<file path="src/design/polyblep_osc_adsr_voice_core_assert.svh">
// Assertion macros for the polyBLEP voice core.
// Used by the top level only; expects clk and rst_n in the including scope.
`ifndef POLYBLEP_OSC_ADSR_VOICE_CORE_ASSERT_SVH
`define POLYBLEP_OSC_ADSR_VOICE_CORE_ASSERT_SVH

// Consequent must hold in the same cycle as the antecedent.
`define PBAV_ASSERT_NOW(label, ante, cons) \
    label: assert property (@(posedge clk) disable iff (!rst_n) (ante) |-> (cons)) \
        else $error("pbav: same-cycle check failed");

// Consequent must hold in the cycle after the antecedent.
`define PBAV_ASSERT_NEXT(label, ante, cons) \
    label: assert property (@(posedge clk) disable iff (!rst_n) (ante) |=> (cons)) \
        else $error("pbav: next-cycle check failed");

`endif

</file>
<file path="src/design/pbav_pkg.sv">
// Shared types, constants and helper functions for the polyBLEP voice core.
// No dependencies; imported by every module of the block.
package pbav_pkg;

    localparam int PHASE_BITS_DEF = 24;
    localparam int OUT_BITS_DEF   = 16;

    localparam int ENV_W   = 25;
    localparam int INC_W   = 24;
    localparam int SHAPE_W = 17;
    localparam int STAGE_W = 3;
    localparam int CFG_IDX_W = 3;

    localparam logic [ENV_W-1:0]   ENV_ONE   = 25'd16777216;
    localparam logic [SHAPE_W-1:0] SHAPE_ONE = 17'd65536;

    // Envelope stage codes.
    localparam logic [STAGE_W-1:0] ST_IDLE = 3'd0;
    localparam logic [STAGE_W-1:0] ST_ATK  = 3'd1;
    localparam logic [STAGE_W-1:0] ST_DEC  = 3'd2;
    localparam logic [STAGE_W-1:0] ST_SUS  = 3'd3;
    localparam logic [STAGE_W-1:0] ST_REL  = 3'd4;

    // Configuration register indexes.
    localparam logic [CFG_IDX_W-1:0] CFG_ATTACK  = 3'd0;
    localparam logic [CFG_IDX_W-1:0] CFG_DECAY   = 3'd1;
    localparam logic [CFG_IDX_W-1:0] CFG_RELEASE = 3'd2;
    localparam logic [CFG_IDX_W-1:0] CFG_SUSTAIN = 3'd3;
    localparam logic [CFG_IDX_W-1:0] CFG_SHAPE   = 3'd4;

    // Status of an iterative arithmetic unit as seen by the sequencer.
    typedef struct packed {
        logic busy;
        logic done;
    } pbav_unit_stat_t;

    // Clamp a Q0.24 register value to one.
    function automatic logic [ENV_W-1:0] sat_one(input logic [ENV_W-1:0] v);
        return (v > ENV_ONE) ? ENV_ONE : v;
    endfunction

    // Envelope step: clamped to one, and never zero.
    function automatic logic [ENV_W-1:0] step_of(input logic [ENV_W-1:0] v);
        logic [ENV_W-1:0] s;
        s = sat_one(v);
        return (s == '0) ? ENV_W'(1) : s;
    endfunction

endpackage

</file>
<file path="src/design/pbav_div.sv">
// Radix-2 restoring divider, one quotient bit per clock.
// Depends on pbav_pkg; used by the voice core for the polyBLEP ratio.
module pbav_div
    import pbav_pkg::*;
#(
    parameter int PHASE_BITS = PHASE_BITS_DEF
)
(
    input  logic                  clk,
    input  logic                  rst_n,
    input  logic                  start,
    input  logic [PHASE_BITS-1:0] num,
    input  logic [PHASE_BITS-1:0] den,
    output logic [PHASE_BITS-1:0] quo,
    output pbav_unit_stat_t       stat
);

    localparam int CW = $clog2(PHASE_BITS + 1);

    logic [PHASE_BITS-1:0] rem_reg, rem_next;
    logic [PHASE_BITS-1:0] den_reg, den_next;
    logic [PHASE_BITS-1:0] quo_reg, quo_next;
    logic [CW-1:0]         cnt_reg, cnt_next;
    logic                  busy_reg, busy_next;
    logic                  done_reg, done_next;

    logic [PHASE_BITS:0]   shifted;
    logic [PHASE_BITS:0]   trial;
    logic                  ge;

    // The numerator is always below the divisor, so the partial remainder
    // fits the phase width after every step.
    assign shifted = {rem_reg, 1'b0};
    assign trial   = shifted - {1'b0, den_reg};
    assign ge      = (shifted >= {1'b0, den_reg});

    always_comb
    begin
        rem_next  = rem_reg;
        den_next  = den_reg;
        quo_next  = quo_reg;
        cnt_next  = cnt_reg;
        busy_next = busy_reg;
        done_next = 1'b0;
        if (start)
        begin
            rem_next  = num;
            den_next  = den;
            quo_next  = '0;
            cnt_next  = CW'(PHASE_BITS);
            busy_next = 1'b1;
        end
        else if (busy_reg)
        begin
            rem_next = ge ? trial[PHASE_BITS-1:0] : shifted[PHASE_BITS-1:0];
            quo_next = {quo_reg[PHASE_BITS-2:0], ge};
            cnt_next = cnt_reg - CW'(1);
            if (cnt_reg == CW'(1))
            begin
                busy_next = 1'b0;
                done_next = 1'b1;
            end
        end
    end

    always_ff @(posedge clk or negedge rst_n)
    begin
        if (!rst_n)
        begin
            cnt_reg  <= '0;
            busy_reg <= 1'b0;
            done_reg <= 1'b0;
        end
        else
        begin
            cnt_reg  <= cnt_next;
            busy_reg <= busy_next;
            done_reg <= done_next;
        end
    end

    always_ff @(posedge clk)
    begin
        rem_reg <= rem_next;
        den_reg <= den_next;
        quo_reg <= quo_next;
    end

    assign quo       = quo_reg;
    assign stat.busy = busy_reg;
    assign stat.done = done_reg;

endmodule

</file>
<file path="src/design/pbav_mul.sv">
// Shared signed multiplier with a registered product.
// Depends on pbav_pkg; used for the blep square and the shape morph.
module pbav_mul
    import pbav_pkg::*;
#(
    parameter int AW = PHASE_BITS_DEF + 4,
    parameter int BW = PHASE_BITS_DEF + 1
)
(
    input  logic                        clk,
    input  logic                        rst_n,
    input  logic                        start,
    input  logic signed [AW-1:0]        a,
    input  logic signed [BW-1:0]        b,
    output logic signed [AW+BW-1:0]     prod,
    output logic                        done
);

    logic signed [AW+BW-1:0] prod_reg, prod_next;
    logic                    done_reg;

    always_comb
    begin
        prod_next = start ? (AW+BW)'(a * b) : prod_reg;
    end

    always_ff @(posedge clk or negedge rst_n)
    begin
        if (!rst_n)
        begin
            done_reg <= 1'b0;
        end
        else
        begin
            done_reg <= start;
        end
    end

    always_ff @(posedge clk)
    begin
        prod_reg <= prod_next;
    end

    assign prod = prod_reg;
    assign done = done_reg;

endmodule

</file>
<file path="src/design/polyblep_osc_adsr_voice_core.sv">
// Top level of the polyBLEP saw/square oscillator with linear ADSR envelope.
// Depends on pbav_pkg, pbav_div, pbav_mul and the assertion macro header.
//
// One input transaction is one audio sample tick carrying the gate level and
// a Q0.24 phase increment; one output transaction carries the Q1.15 (in
// general Q1.(OUT_BITS-1)) saturated oscillator sample, the Q0.24 envelope
// level after this tick and the envelope stage. The envelope and the phase
// accumulator are updated in the cycle the input transaction is taken. The
// oscillator is then worked out by a small sequencer around two shared
// units: a radix-2 divider that produces one quotient bit per clock and a
// registered multiplier. Each polyBLEP correction that applies, near one of
// the two wrap points, adds a run of the divider and, unless the weight is a
// full one, a squaring on the multiplier before the morph. The input is
// stalled while a sample is being computed; a finished result sits in the
// output register, so the next input transaction can be taken while it waits.
// The configuration port is always ready and its registers should only be
// written while no sample is in flight.
`include "polyblep_osc_adsr_voice_core_assert.svh"

module polyblep_osc_adsr_voice_core
    import pbav_pkg::*;
#(
    parameter int PHASE_BITS = PHASE_BITS_DEF,
    parameter int OUT_BITS   = OUT_BITS_DEF
)
(
    input  logic                       clk,
    input  logic                       rst_n,
    // Sample tick input channel.
    input  logic                       in_valid,
    output logic                       in_stall,
    input  logic                       gate_on,
    input  logic [INC_W-1:0]           phase_inc,
    // Result channel.
    output logic                       out_valid,
    input  logic                       out_stall,
    output logic signed [OUT_BITS-1:0] osc_sample,
    output logic [ENV_W-1:0]           env_level,
    output logic [STAGE_W-1:0]         env_phase,
    // Configuration write channel.
    input  logic                       cfg_valid,
    output logic                       cfg_ready,
    input  logic [CFG_IDX_W-1:0]       cfg_index,
    input  logic [ENV_W-1:0]           cfg_data
);

    // Working width for the oscillator terms: values up to a few times one.
    localparam int W   = PHASE_BITS + 4;
    // Second multiplier operand must hold both the blep weight and the shape.
    localparam int MB  = (PHASE_BITS + 1 > SHAPE_W + 1) ? PHASE_BITS + 1 : SHAPE_W + 1;
    localparam int PW  = W + MB;
    localparam int ISH_L = (PHASE_BITS >= INC_W) ? PHASE_BITS - INC_W : 0;
    localparam int ISH_R = (PHASE_BITS >= INC_W) ? 0 : INC_W - PHASE_BITS;
    localparam int RSH = (PHASE_BITS >= OUT_BITS - 1) ? PHASE_BITS - (OUT_BITS - 1) : 0;
    localparam int LSH = (PHASE_BITS >= OUT_BITS - 1) ? 0 : (OUT_BITS - 1) - PHASE_BITS;
    localparam int YW  = W + LSH;

    localparam logic [PHASE_BITS:0]          ONE_P = {1'b1, {PHASE_BITS{1'b0}}};
    localparam logic [PHASE_BITS-1:0]        HALF  = {1'b1, {(PHASE_BITS-1){1'b0}}};
    localparam logic signed [W-1:0]          ONE_W = W'(ONE_P);
    localparam logic signed [YW-1:0]         OMAX  = YW'((64'sd1 <<< (OUT_BITS - 1)) - 64'sd1);
    localparam logic signed [YW-1:0]         OMIN  = YW'(-(64'sd1 <<< (OUT_BITS - 1)));

    // Sequencer states.
    localparam logic [2:0] S_IDLE = 3'd0;
    localparam logic [2:0] S_BLEP = 3'd1;
    localparam logic [2:0] S_DIV  = 3'd2;
    localparam logic [2:0] S_SQGO = 3'd3;
    localparam logic [2:0] S_SQR  = 3'd4;
    localparam logic [2:0] S_MIX  = 3'd5;
    localparam logic [2:0] S_MIXW = 3'd6;
    localparam logic [2:0] S_DONE = 3'd7;

    // ------------------------------------------------------------------
    // Configuration registers.
    // ------------------------------------------------------------------
    logic [ENV_W-1:0]   attack_reg, attack_next;
    logic [ENV_W-1:0]   decay_reg, decay_next;
    logic [ENV_W-1:0]   release_reg, release_next;
    logic [ENV_W-1:0]   sustain_reg, sustain_next;
    logic [SHAPE_W-1:0] shape_reg, shape_next;

    assign cfg_ready = 1'b1;

    always_comb
    begin
        attack_next  = attack_reg;
        decay_next   = decay_reg;
        release_next = release_reg;
        sustain_next = sustain_reg;
        shape_next   = shape_reg;
        if (cfg_valid && cfg_ready)
        begin
            case (cfg_index)
                CFG_ATTACK:  attack_next  = cfg_data;
                CFG_DECAY:   decay_next   = cfg_data;
                CFG_RELEASE: release_next = cfg_data;
                CFG_SUSTAIN: sustain_next = cfg_data;
                CFG_SHAPE:   shape_next   = cfg_data[SHAPE_W-1:0];
                default:     ;
            endcase
        end
    end

    // ------------------------------------------------------------------
    // Per-sample state and the sequencer registers.
    // ------------------------------------------------------------------
    logic [2:0]            state_reg, state_next;
    logic [PHASE_BITS-1:0] osc_phase_reg, osc_phase_next;
    logic [ENV_W-1:0]      env_value_reg, env_value_next;
    logic [STAGE_W-1:0]    env_stage_reg, env_stage_next;
    logic                  gate_prev_reg, gate_prev_next;

    logic [PHASE_BITS-1:0] t_reg, t_next;
    logic [PHASE_BITS-1:0] dt_reg, dt_next;
    logic                  k_reg, k_next;
    logic                  neg_reg, neg_next;
    logic [PHASE_BITS-1:0] w_reg, w_next;
    logic signed [W-1:0]   b0_reg, b0_next;
    logic signed [W-1:0]   b1_reg, b1_next;
    logic signed [OUT_BITS-1:0] res_reg, res_next;

    logic                       out_valid_reg, out_valid_next;
    logic signed [OUT_BITS-1:0] osc_out_reg, osc_out_next;
    logic [ENV_W-1:0]           env_out_reg, env_out_next;
    logic [STAGE_W-1:0]         stage_out_reg, stage_out_next;

    logic accept;
    assign in_stall = (state_reg != S_IDLE);
    assign accept   = in_valid && !in_stall;

    // ------------------------------------------------------------------
    // Envelope update for the incoming tick. A rising gate restarts attack
    // from the present level; a falling gate starts release.
    // ------------------------------------------------------------------
    logic [STAGE_W-1:0]   stage_edge;
    logic [ENV_W-1:0]     sus_lvl;
    logic [ENV_W:0]       atk_sum;
    logic signed [ENV_W+1:0] dec_dif;
    logic signed [ENV_W+1:0] rel_dif;
    logic [ENV_W-1:0]     env_upd;
    logic [STAGE_W-1:0]   stage_upd;

    assign sus_lvl = sat_one(sustain_reg);
    assign atk_sum = {1'b0, env_value_reg} + {1'b0, step_of(attack_reg)};
    assign dec_dif = $signed({2'b00, env_value_reg}) - $signed({2'b00, step_of(decay_reg)});
    assign rel_dif = $signed({2'b00, env_value_reg}) - $signed({2'b00, step_of(release_reg)});

    always_comb
    begin
        stage_edge = env_stage_reg;
        if (gate_on && !gate_prev_reg)
        begin
            stage_edge = ST_ATK;
        end
        else if (!gate_on && gate_prev_reg)
        begin
            stage_edge = ST_REL;
        end

        env_upd   = env_value_reg;
        stage_upd = stage_edge;
        case (stage_edge)
            ST_ATK:
            begin
                if (atk_sum >= {1'b0, ENV_ONE})
                begin
                    env_upd   = ENV_ONE;
                    stage_upd = ST_DEC;
                end
                else
                begin
                    env_upd = atk_sum[ENV_W-1:0];
                end
            end
            ST_DEC:
            begin
                // Decay also lands on sustain when it starts below it.
                if (dec_dif <= $signed({2'b00, sus_lvl}))
                begin
                    env_upd   = sus_lvl;
                    stage_upd = ST_SUS;
                end
                else
                begin
                    env_upd = dec_dif[ENV_W-1:0];
                end
            end
            ST_SUS:
            begin
                env_upd = sus_lvl;
            end
            ST_REL:
            begin
                if (rel_dif <= 0)
                begin
                    env_upd   = '0;
                    stage_upd = ST_IDLE;
                end
                else
                begin
                    env_upd = rel_dif[ENV_W-1:0];
                end
            end
            default:
            begin
                env_upd   = '0;
                stage_upd = ST_IDLE;
            end
        endcase
    end

    // ------------------------------------------------------------------
    // Phase increment rescaled to the accumulator width, at most one half.
    // ------------------------------------------------------------------
    logic [PHASE_BITS+INC_W-1:0] dt_wide;
    logic [PHASE_BITS-1:0]       dt_raw;
    logic [PHASE_BITS-1:0]       dt_in;

    assign dt_wide = ((PHASE_BITS + INC_W)'(phase_inc) << ISH_L) >> ISH_R;
    assign dt_raw  = dt_wide[PHASE_BITS-1:0];
    assign dt_in   = (dt_raw > HALF) ? HALF : dt_raw;

    // ------------------------------------------------------------------
    // Blep region test for the phase under work: the plain phase first,
    // then the phase shifted by one half for the square's edge at mid-period.
    // ------------------------------------------------------------------
    logic [PHASE_BITS-1:0] tk;
    logic [PHASE_BITS:0]   tk_rest;
    logic                  lo_hit;
    logic                  hi_hit;
    logic [PHASE_BITS-1:0] blep_num;

    assign tk       = k_reg ? (t_reg ^ HALF) : t_reg;
    assign tk_rest  = ONE_P - {1'b0, tk};
    assign lo_hit   = (dt_reg != '0) && (tk < dt_reg);
    assign hi_hit   = (dt_reg != '0) && (tk_rest < {1'b0, dt_reg});
    assign blep_num = lo_hit ? tk : tk_rest[PHASE_BITS-1:0];

    // ------------------------------------------------------------------
    // Shared units.
    // ------------------------------------------------------------------
    logic                  div_start;
    logic [PHASE_BITS-1:0] div_quo;
    pbav_unit_stat_t       div_stat;

    pbav_div #(
        .PHASE_BITS(PHASE_BITS)
    ) u_div (
        .clk   (clk),
        .rst_n (rst_n),
        .start (div_start),
        .num   (blep_num),
        .den   (dt_reg),
        .quo   (div_quo),
        .stat  (div_stat)
    );

    logic                  mul_start;
    logic signed [W-1:0]   mul_a;
    logic signed [MB-1:0]  mul_b;
    logic signed [PW-1:0]  mul_prod;
    logic                  mul_done;

    pbav_mul #(
        .AW(W),
        .BW(MB)
    ) u_mul (
        .clk   (clk),
        .rst_n (rst_n),
        .start (mul_start),
        .a     (mul_a),
        .b     (mul_b),
        .prod  (mul_prod),
        .done  (mul_done)
    );

    // ------------------------------------------------------------------
    // Saw, square and their morph.
    // ------------------------------------------------------------------
    logic signed [W-1:0]   t_w;
    logic signed [W-1:0]   saw;
    logic signed [W-1:0]   sq;
    logic signed [W-1:0]   mix_dif;
    logic [SHAPE_W-1:0]    shp;
    logic signed [W-1:0]   osc;
    logic signed [YW-1:0]  osc_ext;
    logic signed [YW-1:0]  y_full;
    logic signed [OUT_BITS-1:0] y_sat;
    logic signed [W-1:0]   blep_mag;

    assign t_w     = $signed({{(W-PHASE_BITS){1'b0}}, t_reg});
    assign saw     = (t_w <<< 1) - ONE_W - b0_reg;
    assign sq      = (t_reg[PHASE_BITS-1] ? -ONE_W : ONE_W) + b0_reg - b1_reg;
    assign mix_dif = sq - saw;
    assign shp     = (shape_reg > SHAPE_ONE) ? SHAPE_ONE : shape_reg;

    // Arithmetic right shift of the product floors the morph term.
    assign osc     = saw + mul_prod[16 +: W];
    assign osc_ext = YW'(osc);
    assign y_full  = (osc_ext >>> RSH) <<< LSH;

    always_comb
    begin
        if (y_full > OMAX)
        begin
            y_sat = OMAX[OUT_BITS-1:0];
        end
        else if (y_full < OMIN)
        begin
            y_sat = OMIN[OUT_BITS-1:0];
        end
        else
        begin
            y_sat = y_full[OUT_BITS-1:0];
        end
    end

    // Square of the blep weight, floored to the phase's fraction bits.
    assign blep_mag = $signed({{(W-PHASE_BITS){1'b0}}, mul_prod[PHASE_BITS +: PHASE_BITS]});

    // ------------------------------------------------------------------
    // Sequencer.
    // ------------------------------------------------------------------
    logic                b_wr;
    logic signed [W-1:0] b_val;

    always_comb
    begin
        state_next     = state_reg;
        osc_phase_next = osc_phase_reg;
        env_value_next = env_value_reg;
        env_stage_next = env_stage_reg;
        gate_prev_next = gate_prev_reg;
        t_next         = t_reg;
        dt_next        = dt_reg;
        k_next         = k_reg;
        neg_next       = neg_reg;
        w_next         = w_reg;
        res_next       = res_reg;
        div_start      = 1'b0;
        mul_start      = 1'b0;
        mul_a          = mix_dif;
        mul_b          = $signed({{(MB-SHAPE_W){1'b0}}, shp});
        b_wr           = 1'b0;
        b_val          = '0;

        case (state_reg)
            S_IDLE:
            begin
                if (accept)
                begin
                    env_value_next = env_upd;
                    env_stage_next = stage_upd;
                    gate_prev_next = gate_on;
                    t_next         = osc_phase_reg;
                    dt_next        = dt_in;
                    osc_phase_next = osc_phase_reg + dt_in;
                    k_next         = 1'b0;
                    state_next     = S_BLEP;
                end
            end
            S_BLEP:
            begin
                if (lo_hit || hi_hit)
                begin
                    div_start  = 1'b1;
                    neg_next   = lo_hit;
                    state_next = S_DIV;
                end
                else
                begin
                    b_wr = 1'b1;
                end
            end
            S_DIV:
            begin
                if (div_stat.done)
                begin
                    if (div_quo == '0)
                    begin
                        // Exactly on the edge the weight is a full one.
                        b_wr  = 1'b1;
                        b_val = neg_reg ? -ONE_W : ONE_W;
                    end
                    else
                    begin
                        w_next     = ONE_P[PHASE_BITS-1:0] - div_quo;
                        state_next = S_SQGO;
                    end
                end
            end
            S_SQGO:
            begin
                mul_start  = 1'b1;
                mul_a      = $signed({{(W-PHASE_BITS){1'b0}}, w_reg});
                mul_b      = $signed({{(MB-PHASE_BITS){1'b0}}, w_reg});
                state_next = S_SQR;
            end
            S_SQR:
            begin
                if (mul_done)
                begin
                    b_wr  = 1'b1;
                    b_val = neg_reg ? -blep_mag : blep_mag;
                end
            end
            S_MIX:
            begin
                mul_start  = 1'b1;
                state_next = S_MIXW;
            end
            S_MIXW:
            begin
                if (mul_done)
                begin
                    res_next   = y_sat;
                    state_next = S_DONE;
                end
            end
            S_DONE:
            begin
                if (!out_valid_reg || !out_stall)
                begin
                    state_next = S_IDLE;
                end
            end
            default:
            begin
                state_next = S_IDLE;
            end
        endcase

        // Store a blep term and move on to the next edge or to the morph.
        if (b_wr)
        begin
            if (k_reg)
            begin
                state_next = S_MIX;
            end
            else
            begin
                k_next     = 1'b1;
                state_next = S_BLEP;
            end
        end
    end

    assign b0_next = (b_wr && !k_reg) ? b_val : b0_reg;
    assign b1_next = (b_wr && k_reg)  ? b_val : b1_reg;

    // ------------------------------------------------------------------
    // Output register: loaded when the result is ready and the slot is free.
    // ------------------------------------------------------------------
    logic out_load;

    assign out_load = (state_reg == S_DONE) && (!out_valid_reg || !out_stall);

    always_comb
    begin
        out_valid_next = out_valid_reg && out_stall;
        osc_out_next   = osc_out_reg;
        env_out_next   = env_out_reg;
        stage_out_next = stage_out_reg;
        if (out_load)
        begin
            out_valid_next = 1'b1;
            osc_out_next   = res_reg;
            env_out_next   = env_value_reg;
            stage_out_next = env_stage_reg;
        end
    end

    always_ff @(posedge clk or negedge rst_n)
    begin
        if (!rst_n)
        begin
            attack_reg    <= 25'd69905;
            decay_reg     <= 25'd524;
            release_reg   <= 25'd1165;
            sustain_reg   <= 25'd11744051;
            shape_reg     <= 17'd9830;
            state_reg     <= S_IDLE;
            osc_phase_reg <= '0;
            env_value_reg <= '0;
            env_stage_reg <= ST_IDLE;
            gate_prev_reg <= 1'b0;
            k_reg         <= 1'b0;
            out_valid_reg <= 1'b0;
        end
        else
        begin
            attack_reg    <= attack_next;
            decay_reg     <= decay_next;
            release_reg   <= release_next;
            sustain_reg   <= sustain_next;
            shape_reg     <= shape_next;
            state_reg     <= state_next;
            osc_phase_reg <= osc_phase_next;
            env_value_reg <= env_value_next;
            env_stage_reg <= env_stage_next;
            gate_prev_reg <= gate_prev_next;
            k_reg         <= k_next;
            out_valid_reg <= out_valid_next;
        end
    end

    always_ff @(posedge clk)
    begin
        t_reg         <= t_next;
        dt_reg        <= dt_next;
        neg_reg       <= neg_next;
        w_reg         <= w_next;
        b0_reg        <= b0_next;
        b1_reg        <= b1_next;
        res_reg       <= res_next;
        osc_out_reg   <= osc_out_next;
        env_out_reg   <= env_out_next;
        stage_out_reg <= stage_out_next;
    end

    assign out_valid  = out_valid_reg;
    assign osc_sample = osc_out_reg;
    assign env_level  = env_out_reg;
    assign env_phase  = stage_out_reg;

    // ------------------------------------------------------------------
    // Assertions.
    // ------------------------------------------------------------------
    // A transaction taken at the input always starts a computation.
    `PBAV_ASSERT_NEXT(a_accept_starts, accept, in_stall)
    // The divider only ever runs while the sequencer waits for it.
    `PBAV_ASSERT_NOW(a_div_owned, div_stat.busy, state_reg == S_DIV)
    // An envelope reported idle is silent.
    `PBAV_ASSERT_NOW(a_idle_silent, out_valid && (env_phase == ST_IDLE), env_level == '0)

endmodule
</file>
<file path="config.mk">
export PLATFORM = sky130hd
export DESIGN_NAME = polyblep_osc_adsr_voice_core
export DESIGN_NICKNAME = d
export VERILOG_FILES = /design/src/design/pbav_pkg.sv /design/src/design/pbav_div.sv /design/src/design/pbav_mul.sv /design/src/design/polyblep_osc_adsr_voice_core.sv
export VERILOG_INCLUDE_DIRS = /design/src /design/src/design
export SDC_FILE = /design/constraint.sdc
export NUM_CORES = 2
export LEC_CHECK = 0
export ABC_CLOCK_PERIOD_IN_PS = 12700
export BUFFER_PORTS_ARGS = -buffer_cell sky130_fd_sc_hd__buf_2
export CAP_MARGIN = 20
export CORE_ASPECT_RATIO = 0.75
export CORE_MARGIN = 2
export CORE_UTILIZATION = 53
export DETAILED_ROUTE_END_ITERATION = 16
export GPL_ROUTABILITY_DRIVEN = 1
export PLACE_DENSITY = 0.72
export SLEW_MARGIN = 20
export SYNTH_ARGS = -nofsm -noshare
export SYNTH_HDL_FRONTEND = slang
export SYNTH_HIERARCHICAL = 1
export SYNTH_SLANG_ARGS = --single-unit
</file>
<file path="constraint.sdc">
create_clock -name clk -period 12.7 [get_ports clk]
set_input_delay 1.905 -clock clk [delete_from_list [all_inputs] [get_ports clk]]
set_output_delay 1.905 -clock clk [all_outputs]
set_load 0.01 [all_outputs]
</file>
==> results.md <==
* Die area at 108000 um2
* Crit-path slowest cell: fa_1
* Total Wirelength at 163000 um
* Fillers at 9071
* Initial antenna violation count at 7
* Post-synthesis instance total at 5807
* Port bufs at 103
* Fraction of layout instances using a drive strength above 1 at 0.0885
* Clock skew at 0.0627 ns
* Congestion Overflow GR at 0
* Detailed placement HPWL at 127000 um
* Number of max-cap violations at 0
* CTS tree: built
* Startpoint Class: flop
* TritonCTS Sinks at 476
* Commonest non-fill, non-tap cell in the layout: inv_1
* FP Rows at 103
* Crit Path Class: flop to flop
* P&R area growth vs syn at 7.54%
* Crit. End Element: flop
* Starting Density at 0.534
* Largest net degree at the start of global routing at 106
* Worst-path clk slew at 0.07 ns
* Number of DRC markers in iteration 0 at 4419
* DR vias at 43000
* Die height at 286 um
* Hold path depth at 0
* Total GRT Usage at 0.306
* Fin. max-slew vios at 0
* Crit path DAT at 12.45 ns
* Vias per cell at 5.88
* Worst slew margin at 0.228
* Most used cell, CP: fa_1
* Critical path peak fanout at 11
* Worst Hold Class: flop to flop
* Worst-skew pair later-pin latency at 0.64 ns
* Fin crit period at 12.06 ns
* Ports at 105
* Critical Path RT at 13.09 ns
* FMAX at 0.0829 GHz
* Root Buffer: clkbuf_16
* PnR worst setup slack at 0.642 ns
* Core box area at 105000 um2
* Post-Route Setup TNS at 0 ns
* RSZ-0062 raised after global routing: no
* Post-place setup slack at 0.368 ns
* Reg2reg path depth at 44
* Number of global-route vias before repair at 42700
* Max stage delay on crit path at 0.57 ns
* Crit share post-route at 0.949
* Drt wl/cell at 22.3 um
* DR pass1 iterations at 7
* Synthesized area at 56000 um2
* Avg Cell Area, Syn at 9.65 um2
* Clock buffer depth at 3
* GPL Wtd Cong at 0.967
* Worst Max-Slew Pin Slew at 1.15 ns
* # hold bufs at CTS at 0
* DRC Markers at 0
* Final Setup Violations at 0
* Setup slack, reg-to-reg at 0.64 ns
* Die X at 379 um
* First-pass GRT wire length at 253000 um
* Htree depth at 2
* Nets at 7071
* Post-route ant nets at 0
* Final hold viol count at 0
* Status: complete, no violations
* Synth warn at 6
* Max reg flops at 32
* Num CTS Buffers at 47
* Most frequent cells in the layout: 886 x inv_1, 719 x fa_1, 669 x nand2_1
metrics by stage:
step | cells | hold WS, ns | utilization | instance area, um2
CTS | 7299 | 0.419 | 0.572 | 60100
global route | 7308 | 0.430 | 0.574 | 60300
finish | 7311 | 0.416 | 0.574 | 60300
floorplan | 5813 | 0.400 | - | 56100
global placement | 7211 | 0.403 | 0.556 | 58400
detailed placement | 7211 | 0.405 | 0.556 | 58400
metal layers:
metal	track usage	up-vias	routed length, um
li1	-	19200	-
met3	0.0876	227	20400
met4	0.0719	4	3750
met5	0.00746	-	128
met1	0.475	21400	73800
met2	0.416	2219	65300
path summary, 6_finish.rpt:
path	start	end
worst max-delay path	t_reg[0]	u_mul/prod[46]
worst min-delay path	res_reg[1]	osc_sample[1]
worst max register to register	t_reg[0]	u_mul/prod[46]
worst min register to register	res_reg[1]	osc_sample[1]
max in group asynchronous	rst_n	u_div/done_reg
min in group asynchronous	rst_n	attack_reg[20]
worst max-delay path, delay by kind of cell, from the launching register on:
family / cells / cell delay [ns]
DFF: 1 / 0.50
xor gates and xnor gates: 3 / 0.77
and+or+nand+nor: 8 / 1.28
adders and majority gates: 12 / 5.37
buffers and inverters: 5 / 0.32
AOI/OAI and AO/OA: 16 / 3.56
repair_timing:
item | in CTS | in global routing
setup buffers | 0 | 5
endpoints found under the setup margin | 0 | 15
resized for setup | 0 | 16
area by class of cell:
cell class,count,area [um2],area share
diodes,7,17.5,0.000291
repair buffers,200,1270,0.0211
inverters,889,3340,0.0554
multi-input cells,4234,39000,0.647
flip-flops and latches,476,13200,0.219
clock buffers,56,1260,0.0209
well taps,1417,1770,0.0294
clock inverters,32,428,0.00710
Power is left out: the tool's default activity adds up to more than one toggle a clock period on the data nets, which glitch-free logic cannot reach.
